## src/dav_pkg.sv

```systemverilog
`timescale 1ns / 1ps
// Package for the depth averaged velocity block: field widths, fixed-point
// constants and the request and response types of the serial divider.
// It depends on nothing else.
package dav_pkg;

    localparam int COORD_W     = 32;
    localparam int ELEV_W      = COORD_W + 1;
    localparam int DZ_W        = ELEV_W + 1;
    localparam int VEL_W       = 24;
    localparam int VSUM_W      = VEL_W + 1;
    localparam int DIG_W       = (DZ_W + 1) / 2;
    localparam int MUL_W       = VSUM_W + DIG_W + 1;
    localparam int SUM_W       = 64;
    localparam int TERM_SHIFT  = 9;
    localparam int SCALE_BITS  = 8;
    localparam int QUOT_W      = VEL_W;
    localparam int LOWB        = QUOT_W - SCALE_BITS;
    localparam int DIV_W       = ELEV_W;
    localparam int DEPTH_OUT_W = 32;
    localparam int COL_W       = 16;
    localparam int IN_TDATA_W  = 2 * COORD_W + 2 * VEL_W;
    localparam int OUT_TDATA_W = 2 * VEL_W + DEPTH_OUT_W + COL_W;

    typedef struct packed {
        logic             start;
        logic             neg;
        logic [SUM_W-1:0] mag;
        logic [DIV_W-1:0] divisor;
    } dav_div_req_t;

    typedef struct packed {
        logic                     done;
        logic signed [QUOT_W-1:0] quot;
    } dav_div_rsp_t;

endpackage

```

## src/dav_div.sv

```systemverilog
`timescale 1ns / 1ps
// Bit-serial restoring divider that turns one Q.24 sum and a depth into a
// saturated Q8.16 average, one quotient bit per cycle.
// It depends on dav_pkg.
module dav_div
    import dav_pkg::*;
(
    input  logic         aclk,
    input  logic         aresetn,
    input  dav_div_req_t req,
    output dav_div_rsp_t rsp
);

    localparam int CNT_W = $clog2(QUOT_W + 1);
    localparam logic signed [QUOT_W-1:0] QMAX = {1'b0, {(QUOT_W-1){1'b1}}};
    localparam logic signed [QUOT_W-1:0] QMIN = {1'b1, {(QUOT_W-1){1'b0}}};

    logic [DIV_W-1:0]         rem_reg;
    logic [QUOT_W-1:0]        sh_reg;
    logic [DIV_W-1:0]         d_reg;
    logic                     neg_reg;
    logic                     ovf_reg;
    logic [CNT_W-1:0]         cnt_reg;
    logic                     fin_reg;
    logic                     done_reg;
    logic signed [QUOT_W-1:0] quot_reg;

    logic [DIV_W:0]           trial;
    logic [DIV_W:0]           diff;
    logic                     ge;
    logic                     ovf_next;
    logic signed [QUOT_W-1:0] quot_next;

    assign trial    = {rem_reg, sh_reg[QUOT_W-1]};
    assign diff     = trial - {1'b0, d_reg};
    assign ge       = trial >= {1'b0, d_reg};
    assign ovf_next = req.mag[SUM_W-1:LOWB] >= {{(SUM_W-LOWB-DIV_W){1'b0}}, req.divisor};

    always_comb begin
        if (!neg_reg) begin
            quot_next = (ovf_reg || sh_reg[QUOT_W-1]) ? QMAX : sh_reg;
        end else if (ovf_reg || (sh_reg[QUOT_W-1] && (|sh_reg[QUOT_W-2:0]))) begin
            quot_next = QMIN;
        end else begin
            quot_next = -sh_reg;
        end
    end

    always_ff @(posedge aclk) begin
        if (!aresetn) begin
            cnt_reg  <= '0;
            fin_reg  <= 1'b0;
            done_reg <= 1'b0;
        end else begin
            fin_reg  <= !req.start && (cnt_reg == CNT_W'(1));
            done_reg <= fin_reg;
            if (req.start) begin
                rem_reg <= req.mag[LOWB+DIV_W-1:LOWB];
                sh_reg  <= {req.mag[LOWB-1:0], {SCALE_BITS{1'b0}}};
                d_reg   <= req.divisor;
                neg_reg <= req.neg;
                ovf_reg <= ovf_next;
                cnt_reg <= CNT_W'(QUOT_W);
            end else if (cnt_reg != '0) begin
                rem_reg <= ge ? diff[DIV_W-1:0] : trial[DIV_W-1:0];
                sh_reg  <= {sh_reg[QUOT_W-2:0], ge};
                cnt_reg <= cnt_reg - 1'b1;
            end
            if (fin_reg) begin
                quot_reg <= quot_next;
            end
        end
    end

    assign rsp.done = done_reg;
    assign rsp.quot = quot_reg;

endmodule

```

## src/depth_average_velocity_top.sv

```systemverilog
`timescale 1ns / 1ps
// Top level of the depth averaged velocity block: node intake, trapezoid
// integration and result register. It depends on dav_pkg and dav_div.
//
// Nodes of a column arrive top to bottom, one beat each, with tlast on the
// bottom node. A column top skips the multiplier; every further node uses the
// single 25 by 18 bit multiplier that forms four partial products per node
// (two digits of the elevation step for each velocity component). A bottom
// node with a positive depth waits on the two bit-serial dividers that run
// side by side, one quotient bit per cycle. One result beat leaves per column;
// the next node is taken while that beat still waits on the output side, and
// the block only stalls if a second result is ready before the first is taken.
module depth_average_velocity_top
    import dav_pkg::*;
(
    input  logic                   aclk,
    input  logic                   aresetn,
    input  logic                   s_tvalid,
    output logic                   s_tready,
    // bed_coord, surface_shift, vel_east, vel_north
    input  logic [IN_TDATA_W-1:0]  s_tdata,
    input  logic                   s_tlast,
    output logic                   m_tvalid,
    input  logic                   m_tready,
    // avg_east, avg_north, water_depth, column_number
    output logic [OUT_TDATA_W-1:0] m_tdata,
    // status
    output logic                   m_tuser
);

    localparam logic [2:0] ST_IDLE  = 3'd0;
    localparam logic [2:0] ST_PREP  = 3'd1;
    localparam logic [2:0] ST_MUL   = 3'd2;
    localparam logic [2:0] ST_TAIL  = 3'd3;
    localparam logic [2:0] ST_DIVGO = 3'd4;
    localparam logic [2:0] ST_DIVW  = 3'd5;
    localparam logic [2:0] ST_EMIT  = 3'd6;
    localparam logic [2:0] MUL_LAST = 3'd5;

    localparam logic signed [SUM_W-1:0] SMAX = {1'b0, {(SUM_W-1){1'b1}}};
    localparam logic signed [SUM_W-1:0] SMIN = {1'b1, {(SUM_W-1){1'b0}}};

    function automatic logic signed [SUM_W-1:0] sat_add(
        input logic signed [SUM_W-1:0] a,
        input logic signed [SUM_W-1:0] b
    );
        logic signed [SUM_W-1:0] s;
        s = a + b;
        if (a[SUM_W-1] == b[SUM_W-1] && s[SUM_W-1] != a[SUM_W-1]) begin
            s = a[SUM_W-1] ? SMIN : SMAX;
        end
        return s;
    endfunction

    logic [2:0]                state_reg;
    logic [2:0]                cnt_reg;
    logic                      inside_reg;
    logic [COL_W-1:0]          col_reg;
    logic                      last_reg;
    logic signed [ELEV_W-1:0]  elev_reg;
    logic signed [VEL_W-1:0]   ve_reg;
    logic signed [VEL_W-1:0]   vn_reg;
    logic signed [ELEV_W-1:0]  prev_elev_reg;
    logic signed [VEL_W-1:0]   prev_east_reg;
    logic signed [VEL_W-1:0]   prev_north_reg;
    logic signed [ELEV_W-1:0]  surface_reg;
    logic signed [DZ_W-1:0]    dz_reg;
    logic signed [VSUM_W-1:0]  vs_e_reg;
    logic signed [VSUM_W-1:0]  vs_n_reg;
    logic signed [MUL_W-1:0]   mul_reg;
    logic signed [SUM_W-1:0]   term_reg;
    logic signed [SUM_W-1:0]   sum_e_reg;
    logic signed [SUM_W-1:0]   sum_n_reg;
    logic signed [DZ_W-1:0]    depth_reg;
    logic                      status_reg;
    logic                      m_tvalid_reg;
    logic [OUT_TDATA_W-1:0]    m_tdata_reg;
    logic                      m_tuser_reg;

    logic signed [ELEV_W-1:0]  elev_next;
    logic signed [VSUM_W-1:0]  vs_sel;
    logic signed [DIG_W:0]     dig_sel;
    logic signed [MUL_W-1:0]   mul_next;
    logic signed [SUM_W-1:0]   mul_ext;
    logic signed [SUM_W-1:0]   addend;
    logic                      depth_pos;
    logic                      out_free;
    logic [DEPTH_OUT_W-1:0]    depth_out;
    dav_div_req_t              req_e;
    dav_div_req_t              req_n;
    dav_div_rsp_t              rsp_e;
    dav_div_rsp_t              rsp_n;

    assign elev_next = {s_tdata[COORD_W-1], s_tdata[COORD_W-1:0]}
                     + {s_tdata[2*COORD_W-1], s_tdata[2*COORD_W-1:COORD_W]};

    assign vs_sel   = cnt_reg[1] ? vs_n_reg : vs_e_reg;
    assign dig_sel  = cnt_reg[0] ? {dz_reg[DZ_W-1], dz_reg[DZ_W-1:DIG_W]}
                                 : {1'b0, dz_reg[DIG_W-1:0]};
    assign mul_next = vs_sel * dig_sel;
    assign mul_ext  = {{(SUM_W-MUL_W){mul_reg[MUL_W-1]}}, mul_reg};
    assign addend   = term_reg >>> TERM_SHIFT;

    assign depth_pos = !depth_reg[DZ_W-1] && (depth_reg != '0);
    assign out_free  = !m_tvalid_reg || m_tready;
    assign depth_out = !status_reg
                     ? (depth_reg[DEPTH_OUT_W] ? {DEPTH_OUT_W{1'b1}}
                                               : depth_reg[DEPTH_OUT_W-1:0])
                     : '0;

    assign req_e.start   = (state_reg == ST_DIVGO) && depth_pos;
    assign req_e.neg     = sum_e_reg[SUM_W-1];
    assign req_e.mag     = sum_e_reg[SUM_W-1] ? -sum_e_reg : sum_e_reg;
    assign req_e.divisor = depth_reg[DIV_W-1:0];
    assign req_n.start   = req_e.start;
    assign req_n.neg     = sum_n_reg[SUM_W-1];
    assign req_n.mag     = sum_n_reg[SUM_W-1] ? -sum_n_reg : sum_n_reg;
    assign req_n.divisor = depth_reg[DIV_W-1:0];

    dav_div u_div_e (
        .aclk    (aclk),
        .aresetn (aresetn),
        .req     (req_e),
        .rsp     (rsp_e)
    );

    dav_div u_div_n (
        .aclk    (aclk),
        .aresetn (aresetn),
        .req     (req_n),
        .rsp     (rsp_n)
    );

    always_ff @(posedge aclk) begin
        if (!aresetn) begin
            state_reg      <= ST_IDLE;
            cnt_reg        <= '0;
            inside_reg     <= 1'b0;
            col_reg        <= '0;
            m_tvalid_reg   <= 1'b0;
            prev_elev_reg  <= '0;
            prev_east_reg  <= '0;
            prev_north_reg <= '0;
            surface_reg    <= '0;
            sum_e_reg      <= '0;
            sum_n_reg      <= '0;
        end else begin
            if ((state_reg == ST_EMIT) && out_free) begin
                m_tvalid_reg <= 1'b1;
            end else if (m_tready) begin
                m_tvalid_reg <= 1'b0;
            end
            case (state_reg)
                ST_IDLE: begin
                    if (s_tvalid) begin
                        elev_reg  <= elev_next;
                        ve_reg    <= s_tdata[2*COORD_W+VEL_W-1:2*COORD_W];
                        vn_reg    <= s_tdata[IN_TDATA_W-1:2*COORD_W+VEL_W];
                        last_reg  <= s_tlast;
                        state_reg <= ST_PREP;
                    end
                end
                ST_PREP: begin
                    if (!inside_reg) begin
                        surface_reg <= elev_reg;
                        sum_e_reg   <= '0;
                        sum_n_reg   <= '0;
                        state_reg   <= ST_TAIL;
                    end else begin
                        dz_reg    <= {prev_elev_reg[ELEV_W-1], prev_elev_reg}
                                   - {elev_reg[ELEV_W-1], elev_reg};
                        vs_e_reg  <= {prev_east_reg[VEL_W-1], prev_east_reg}
                                   + {ve_reg[VEL_W-1], ve_reg};
                        vs_n_reg  <= {prev_north_reg[VEL_W-1], prev_north_reg}
                                   + {vn_reg[VEL_W-1], vn_reg};
                        cnt_reg   <= '0;
                        state_reg <= ST_MUL;
                    end
                    prev_elev_reg  <= elev_reg;
                    prev_east_reg  <= ve_reg;
                    prev_north_reg <= vn_reg;
                end
                ST_MUL: begin
                    mul_reg <= mul_next;
                    cnt_reg <= cnt_reg + 1'b1;
                    if (cnt_reg == 3'd1 || cnt_reg == 3'd3) begin
                        term_reg <= mul_ext;
                    end else if (cnt_reg == 3'd2 || cnt_reg == 3'd4) begin
                        term_reg <= term_reg + (mul_ext <<< DIG_W);
                    end
                    if (cnt_reg == 3'd3) begin
                        sum_e_reg <= sat_add(sum_e_reg, addend);
                    end
                    if (cnt_reg == MUL_LAST) begin
                        sum_n_reg <= sat_add(sum_n_reg, addend);
                        state_reg <= ST_TAIL;
                    end
                end
                ST_TAIL: begin
                    if (!last_reg) begin
                        inside_reg <= 1'b1;
                        state_reg  <= ST_IDLE;
                    end else begin
                        depth_reg <= {surface_reg[ELEV_W-1], surface_reg}
                                   - {elev_reg[ELEV_W-1], elev_reg};
                        state_reg <= ST_DIVGO;
                    end
                end
                ST_DIVGO: begin
                    status_reg <= !depth_pos;
                    state_reg  <= depth_pos ? ST_DIVW : ST_EMIT;
                end
                ST_DIVW: begin
                    if (rsp_e.done) begin
                        state_reg <= ST_EMIT;
                    end
                end
                ST_EMIT: begin
                    if (out_free) begin
                        m_tuser_reg  <= status_reg;
                        m_tdata_reg  <= {col_reg, depth_out,
                                         status_reg ? {VEL_W{1'b0}} : rsp_n.quot,
                                         status_reg ? {VEL_W{1'b0}} : rsp_e.quot};
                        col_reg      <= col_reg + 1'b1;
                        inside_reg   <= 1'b0;
                        state_reg    <= ST_IDLE;
                    end
                end
                default: begin
                    state_reg <= ST_IDLE;
                end
            endcase
        end
    end

    assign s_tready = (state_reg == ST_IDLE);
    assign m_tvalid = m_tvalid_reg;
    assign m_tdata  = m_tdata_reg;
    assign m_tuser  = m_tuser_reg;

endmodule

```

## config.mk

```make
export PLATFORM = sky130hd
export DESIGN_NAME = depth_average_velocity_top
export DESIGN_NICKNAME = d
export VERILOG_FILES = /design/src/dav_pkg.sv /design/src/dav_div.sv /design/src/depth_average_velocity_top.sv
export SDC_FILE = /design/constraint.sdc
export NUM_CORES = 2
export LEC_CHECK = 0
export ABC_CLOCK_PERIOD_IN_PS = 7100
export BUFFER_PORTS_ARGS = -buffer_cell sky130_fd_sc_hd__buf_2
export CORE_ASPECT_RATIO = 1.5
export CORE_MARGIN = 5
export CORE_UTILIZATION = 30
export DETAILED_ROUTE_END_ITERATION = 8
export PLACE_DENSITY = 0.49
export SYNTH_ARGS = -nofsm -noshare
export SYNTH_HDL_FRONTEND = slang
export SYNTH_SLANG_ARGS = --single-unit
```

## constraint.sdc

```tcl
create_clock -name aclk -period 7.1 [get_ports aclk]
set_input_delay 1.775 -clock aclk [delete_from_list [all_inputs] [get_ports aclk]]
set_output_delay 1.775 -clock aclk [all_outputs]
set_load 0.02 [all_outputs]
```

-- Yosys cells after proc, flatten, opt, wreduce, memory -nomap -nowiden
Index checks and enable logic that the tools add are counted.
- register bits after elaboration: 883
- word-level logic and storage cells: 198
- output and inout bits: 99
- bits of input ports: 117
- add/sub/neg operators: 18
- reduce and logical (&&, ||, !) cells: 52
- muxes and demuxes: 51
- bitwise logic cells: 2
- eq/ne operators: 25
- $mul: 1
- $lt $le $gt $ge: 4
- operators by type and width (kind ; number):
    2-to-1 mux 64 bit ; 11
    case mux 64 bit (2 select lines) ; 2
    2-to-1 mux 24 bit ; 10
    2-to-1 mux 33 bit ; 6
    adder 64 x 55 -> 64 bit ; 2
    negation 64 bit ; 2
    greater-or-equal comparator 48 x 33 -> 1 bit ; 2
    greater-or-equal comparator 34 x 33 -> 1 bit ; 2
    subtractor 33 x 33 -> 34 bit ; 2
    subtractor 33 bit ; 2
    adder 64 x 60 -> 64 bit ; 1
    adder 24 x 24 -> 25 bit ; 2
    negation 24 bit ; 2
    OR reduction 23 bit ; 2
    multiplier 25 x 18 -> 43 bit ; 1
    nonzero test 34 bit ; 1
    adder 32 x 32 -> 33 bit ; 1
    2-to-1 mux 32 bit ; 1
    2-to-1 mux 25 bit ; 1
    AND reduction 3 bit ; 8
    case mux 3 bit (7 select lines) ; 1
    2-to-1 mux 5 bit ; 4
    AND reduction 2 bit ; 10
    2-to-1 mux 18 bit ; 1
    other kinds (25) ; 76

-- Longest topological paths before layout
- depth in word-level cells: 6
- depth in mapped cells: 30

-- Hierarchy
Synthesis repeated with hierarchy kept, for this count alone.
- cell total of the unflattened synthesis: 8133
- area, all modules: 74769.2 sq um
- by module, submodules not included (module ; times used ; cells each ; area an instance (sq um)):
    depth_average_velocity_top ; 1 ; 6433 ; 58024.4
    dav_div (u_div_n) ; 1 ; 877 ; 8476.9
    dav_div (u_div_e) ; 1 ; 823 ; 8267.9

-- Worst setup path after synthesis
No wires, ideal clock.
- kind: reg-to-reg
- from: reg cnt_reg[1]
- to: reg mul_reg[35] (data pin)
- slack: -0.689 ns
- buffers on the path: 3
- cell stages (with the launch flop): 28
- clock period less this slack: 7.789 ns
- required time: 6.841 ns
- arrival time: 7.531 ns
- cell sequence: dfxtp_1 clkbuf_1 clkbuf_1 buf_1 mux2i_1 nor2_1 fa_1 inv_1 fa_1 fa_1 inv_1 fa_1 fa_1 inv_1 fa_1 inv_1 ha_1 a21o_1 a21o_1 a41oi_1 a21oi_1 o41ai_1 nand3_1 a41oi_1 nor2b_1 o21a_1 o41a_1 xor2_1
- cells in the longest elaborated chain, start to end: 2
- RTL lines (what ; RTL line ; RTL):
    start: declaration ; depth_average_velocity_top.sv:56 ; logic [2:0] cnt_reg;
    start signal: assignment ; depth_average_velocity_top.sv:185 ; cnt_reg <= cnt_reg + 1'b1;
    2-to-1 mux 25 bit ; depth_average_velocity_top.sv:97 ; assign vs_sel = cnt_reg[1] ? vs_n_reg : vs_e_reg;
    multiplier 25 x 18 -> 43 bit ; depth_average_velocity_top.sv:100 ; assign mul_next = vs_sel * dig_sel;
    named net mul_next[35] ; depth_average_velocity_top.sv:83 ; logic signed [MUL_W-1:0] mul_next;
    end signal: assignment ; depth_average_velocity_top.sv:184 ; mul_reg <= mul_next;
    end: declaration ; depth_average_velocity_top.sv:70 ; logic signed [MUL_W-1:0] mul_reg;
The timed path passes the listed nets, and every way through them passes these cells.
A chain may end at the register's enable or synchronous reset.

-- Worst setup path after layout
- from: reg cnt_reg[1]
- to: reg mul_reg[40] (data pin)
The elaborated chain is that of the path after synthesis.

==> out/results.tsv <==
stage	metric	value	unit
clock_tree	root_buffer	clkbuf_16	
timing	finalCritPeriodShare	1.02	
critical_path	critPathLaunchType	register	
die	initial_utilization	0.301	
critical_path	worstRegToRegCells	29	
route	routed_via_density	5.05	
critical_path	cp_common_cell	fa_1	
critical_path	cp.arrival	7690	ps
global_routing	grtUsageTotal	0.202	
placed_design	port_buffers	215	
timing	finClkSkew	60.5	ps
power	p_sw	15.7	mW
die	die_h	611	um
clock_tree	cts_sinks	874	
run_status	violations	setup timing	
synthesis	async_flop_share	0	
job	drv_cap	0	
worst_hold_path	hold_depth	0	
clock_tree	hold_buffers	0	
timing	fmax	139	MHz
synthesis	yosysSeqAreaShare	0.325	
power	p_seq_frac	0.206	
placed_design	gp_congestion	0.977	
clock_tree	clkTransAtPathRegs	60	ps
critical_path	crit_path_top_delay_cell	fa_1	
worst_hold_path	worstHoldStart	col_reg[15]$_SDFFE_PN0P_	
timing	period_needed	7210	ps
route	dr_total_vias	58465	
critical_path	regToRegEndpoint	mul_reg[40]$_DFFE_PP_	
power	leakage	36.7	nW
global_routing	grt_pass1_wl	382000	um
global_routing	grt_max_degree	184	
power	p_sw_frac	0.419	
timing	setup_ws	-109	ps
timing	rsz0062_at_grt	true	
synthesis	synthFlopType	edfxtp_1	
synthesis	syn_area_per_cell	9.10	um2
clock_tree	tritoncts	done	
critical_path	worst_path_largest_cell_delay	560	ps
clock_tree	cts_buffers	102	
critical_path	worstReg2RegStart	cnt_reg[1]$_SDFFE_PN0P_	
layout	fin_nets	9530	
synthesis	ys_ff_latch	874	
power	clkPwrFrac	0.150	
layout	final-seq-area	0.0235	mm2
route	wl_per_cell	22.3	um
route	first_pass_iters	7	
layout	drive_gt1_frac	0.122	
layout	multiInputGateArea	0.0455	mm2
layout	final_cell_mix	nand2_1 (1,025), inv_1 (759), nor2_1 (667), edfxtp_1 (595), ha_1 (559)	
critical_path	path_max_fanout	21	
die	die_x	410	um
synthesis	yosysUniqueCellTypes	92	
timing	hold_viol	0	
die	io_pins	216	
global_routing	grt_overflow	0	
timing	timing.setup.tns	-231	ps
synthesis	synth_nets	9071	
route	drt_iter0_drc	3250	
global_routing	grt_antenna_before_repair	6	
layout	area_growth	16.6	%
power	p_total	37.4	mW
global_routing	grt_pass1_vias	60761	
power	power_density	444	mW/mm2
route	drt_drc_violations_left	0	
layout	fin_util	0.351	
power	intPower	21.7	mW
clock_tree	clk_latency	770	ps
timing	drv_slew	0	
critical_path	crit_type	reg2reg	
timing	setup_viol	4	
layout	final_area	0.0841	mm2
synthesis	synth-edff-count	595	
placed_design	place_hpwl	213000	um
route	finalWirelength	258000	um
layout	final_common_cell	nand2_1	
worst_hold_path	worstHoldEndpoint	m_tdata[95]$_DFFE_PP_	
timing	tightest_slew	1230	ps
route	final_antenna_net_count	0	
synthesis	ys_warn_count	0	
power	combPwrFrac	0.644	
worst_hold_path	hold_path.class	reg2reg	
layout	layoutNonFillerInstCount	11588	
layout	num-fill-cells	24628	
die	dieArea	0.251	mm2
synthesis	syn_area	0.0722	mm2
die	row_count	220	
placed_design	placed_cell_area	0.0798	mm2
clock_tree	cts_max_level	3	
layout	largest_reg_flops	96	
power	ir_drop	0.000603	V
critical_path	r2r_setup_slack	-110	ps
placed_design	dpl.cell_count	11367	
timing	relSlewSlack	0.176	
run_status	outcome	complete, but fails checks	
placed_design	preCtsSetupSlack	-584	ps
die	core	0.239	mm2
critical_path	required	7580	ps
synthesis	synth_cells	7930	
timing	whs	457	ps
clock_tree	clockBufferDepth	3	
critical_path	crit_path_end_kind	register	
cells by family (layout without fill, tap and decap cells):
| family | count (synthesis) | count (layout) | synth area share |
|---|---|---|---|
| AND/OR/NAND/NOR | 2507 | 2507 | 0.157 |
| AO/OA/AOI/OAI | 1891 | 1891 | 0.165 |
| buffers and inverters | 1054 | 1602 | 0.0548 |
| adder cells (fa/ha/maj) | 1024 | 1024 | 0.224 |
| flip-flops | 874 | 874 | 0.325 |
| XOR/XNOR | 473 | 473 | 0.0574 |
| multiplexers | 107 | 107 | 0.0156 |
| other | 0 | 2 | 0 |
repair_timing:
action / 4_1_cts / 5_1_grt
gates resized for setup: 88 / 49
pin swaps: 44 / 38
cloned: 1 / 1
buffers inserted: 16 / 9
endpoints found under the setup margin: 14 / 12
routing by layer:
metal,global-route usage,part of all wire,wire length (um)
met1,0.206,0.36,92600
met2,0.385,0.53,137000
met3,0.0190,0.030,7810
met4,0.138,0.082,21300
met5,0,0,0
worst max-delay path by stage:
stage,start,to,slack (ps),cells after the start
finish,cnt_reg[1]$_SDFFE_PN0P_,mul_reg[40]$_DFFE_PP_,-110,29
detailed placement,cnt_reg[0]$_SDFFE_PN0P_,mul_reg[42]$_DFFE_PP_,-580,26
global route,cnt_reg[0]$_SDFFE_PN0P_,mul_reg[40]$_DFFE_PP_,-290,31
global placement,cnt_reg[0]$_SDFFE_PN0P_,mul_reg[42]$_DFFE_PP_,-610,26
floorplan,cnt_reg[0]$_SDFFE_PN0P_,mul_reg[35]$_DFFE_PP_,6,26
CTS,cnt_reg[0]$_SDFFE_PN0P_,mul_reg[35]$_DFFE_PP_,-140,33
cell usage after synthesis, drive strengths merged (43+ instances only):
cell	number	area share
fa	451	0.13
nand2b	68	0.0059
a31oi	49	0.0042
a21oi	516	0.036
nor3	93	0.0066
nand2	1034	0.054
o21ai	493	0.034
inv	780	0.041
o21a	75	0.0078
nand3	111	0.0077
nor2	676	0.035
and3	65	0.0056
mux2i	64	0.0089
clkbuf	253	0.013
a21o	214	0.022
nor2b	129	0.011
nand4	63	0.0055
xor2	173	0.021
xnor2	300	0.036
mux2	43	0.0067
o31ai	59	0.0061
or3	72	0.0063
ha	573	0.099
dfxtp	279	0.077
a21boi	158	0.016
and2	55	0.0048
edfxtp	595	0.25
worst max-delay path, delay by kind of cell, from the launching register on:
kind / cells / cell delay (ps)
muxes: 1 / 310
adders and majority gates: 7 / 3270
DFF: 1 / 360
and+or+nand+nor: 1 / 70
AOI/OAI and AO/OA: 10 / 1930
xor gates and xnor gates: 1 / 80
buffers and inverters: 9 / 910
area by class of cell:
cell class              count  share of cell area
multi-input cells        6002               0.541
flip-flops and latches    874               0.279
clock buffers             116              0.0315
clock inverters            77              0.0105
inverters                 781              0.0349
diodes                      2           0.0000595
repair buffers            628              0.0569
well taps                3108              0.0462
power groups by stage:
stage / logic, mW / clock network [mW] / registers [mW]
global placement: 22.2 / 0 / 7.79
floorplan: 14.6 / 0 / 7.56
finish: 24.1 / 5.61 / 7.69
detailed placement: 22.4 / 0 / 7.80
global route: 26.8 / 5.98 / 7.75
CTS: 23.7 / 5.79 / 7.70
No activity file was read; power rests on OpenSTA's default activity.
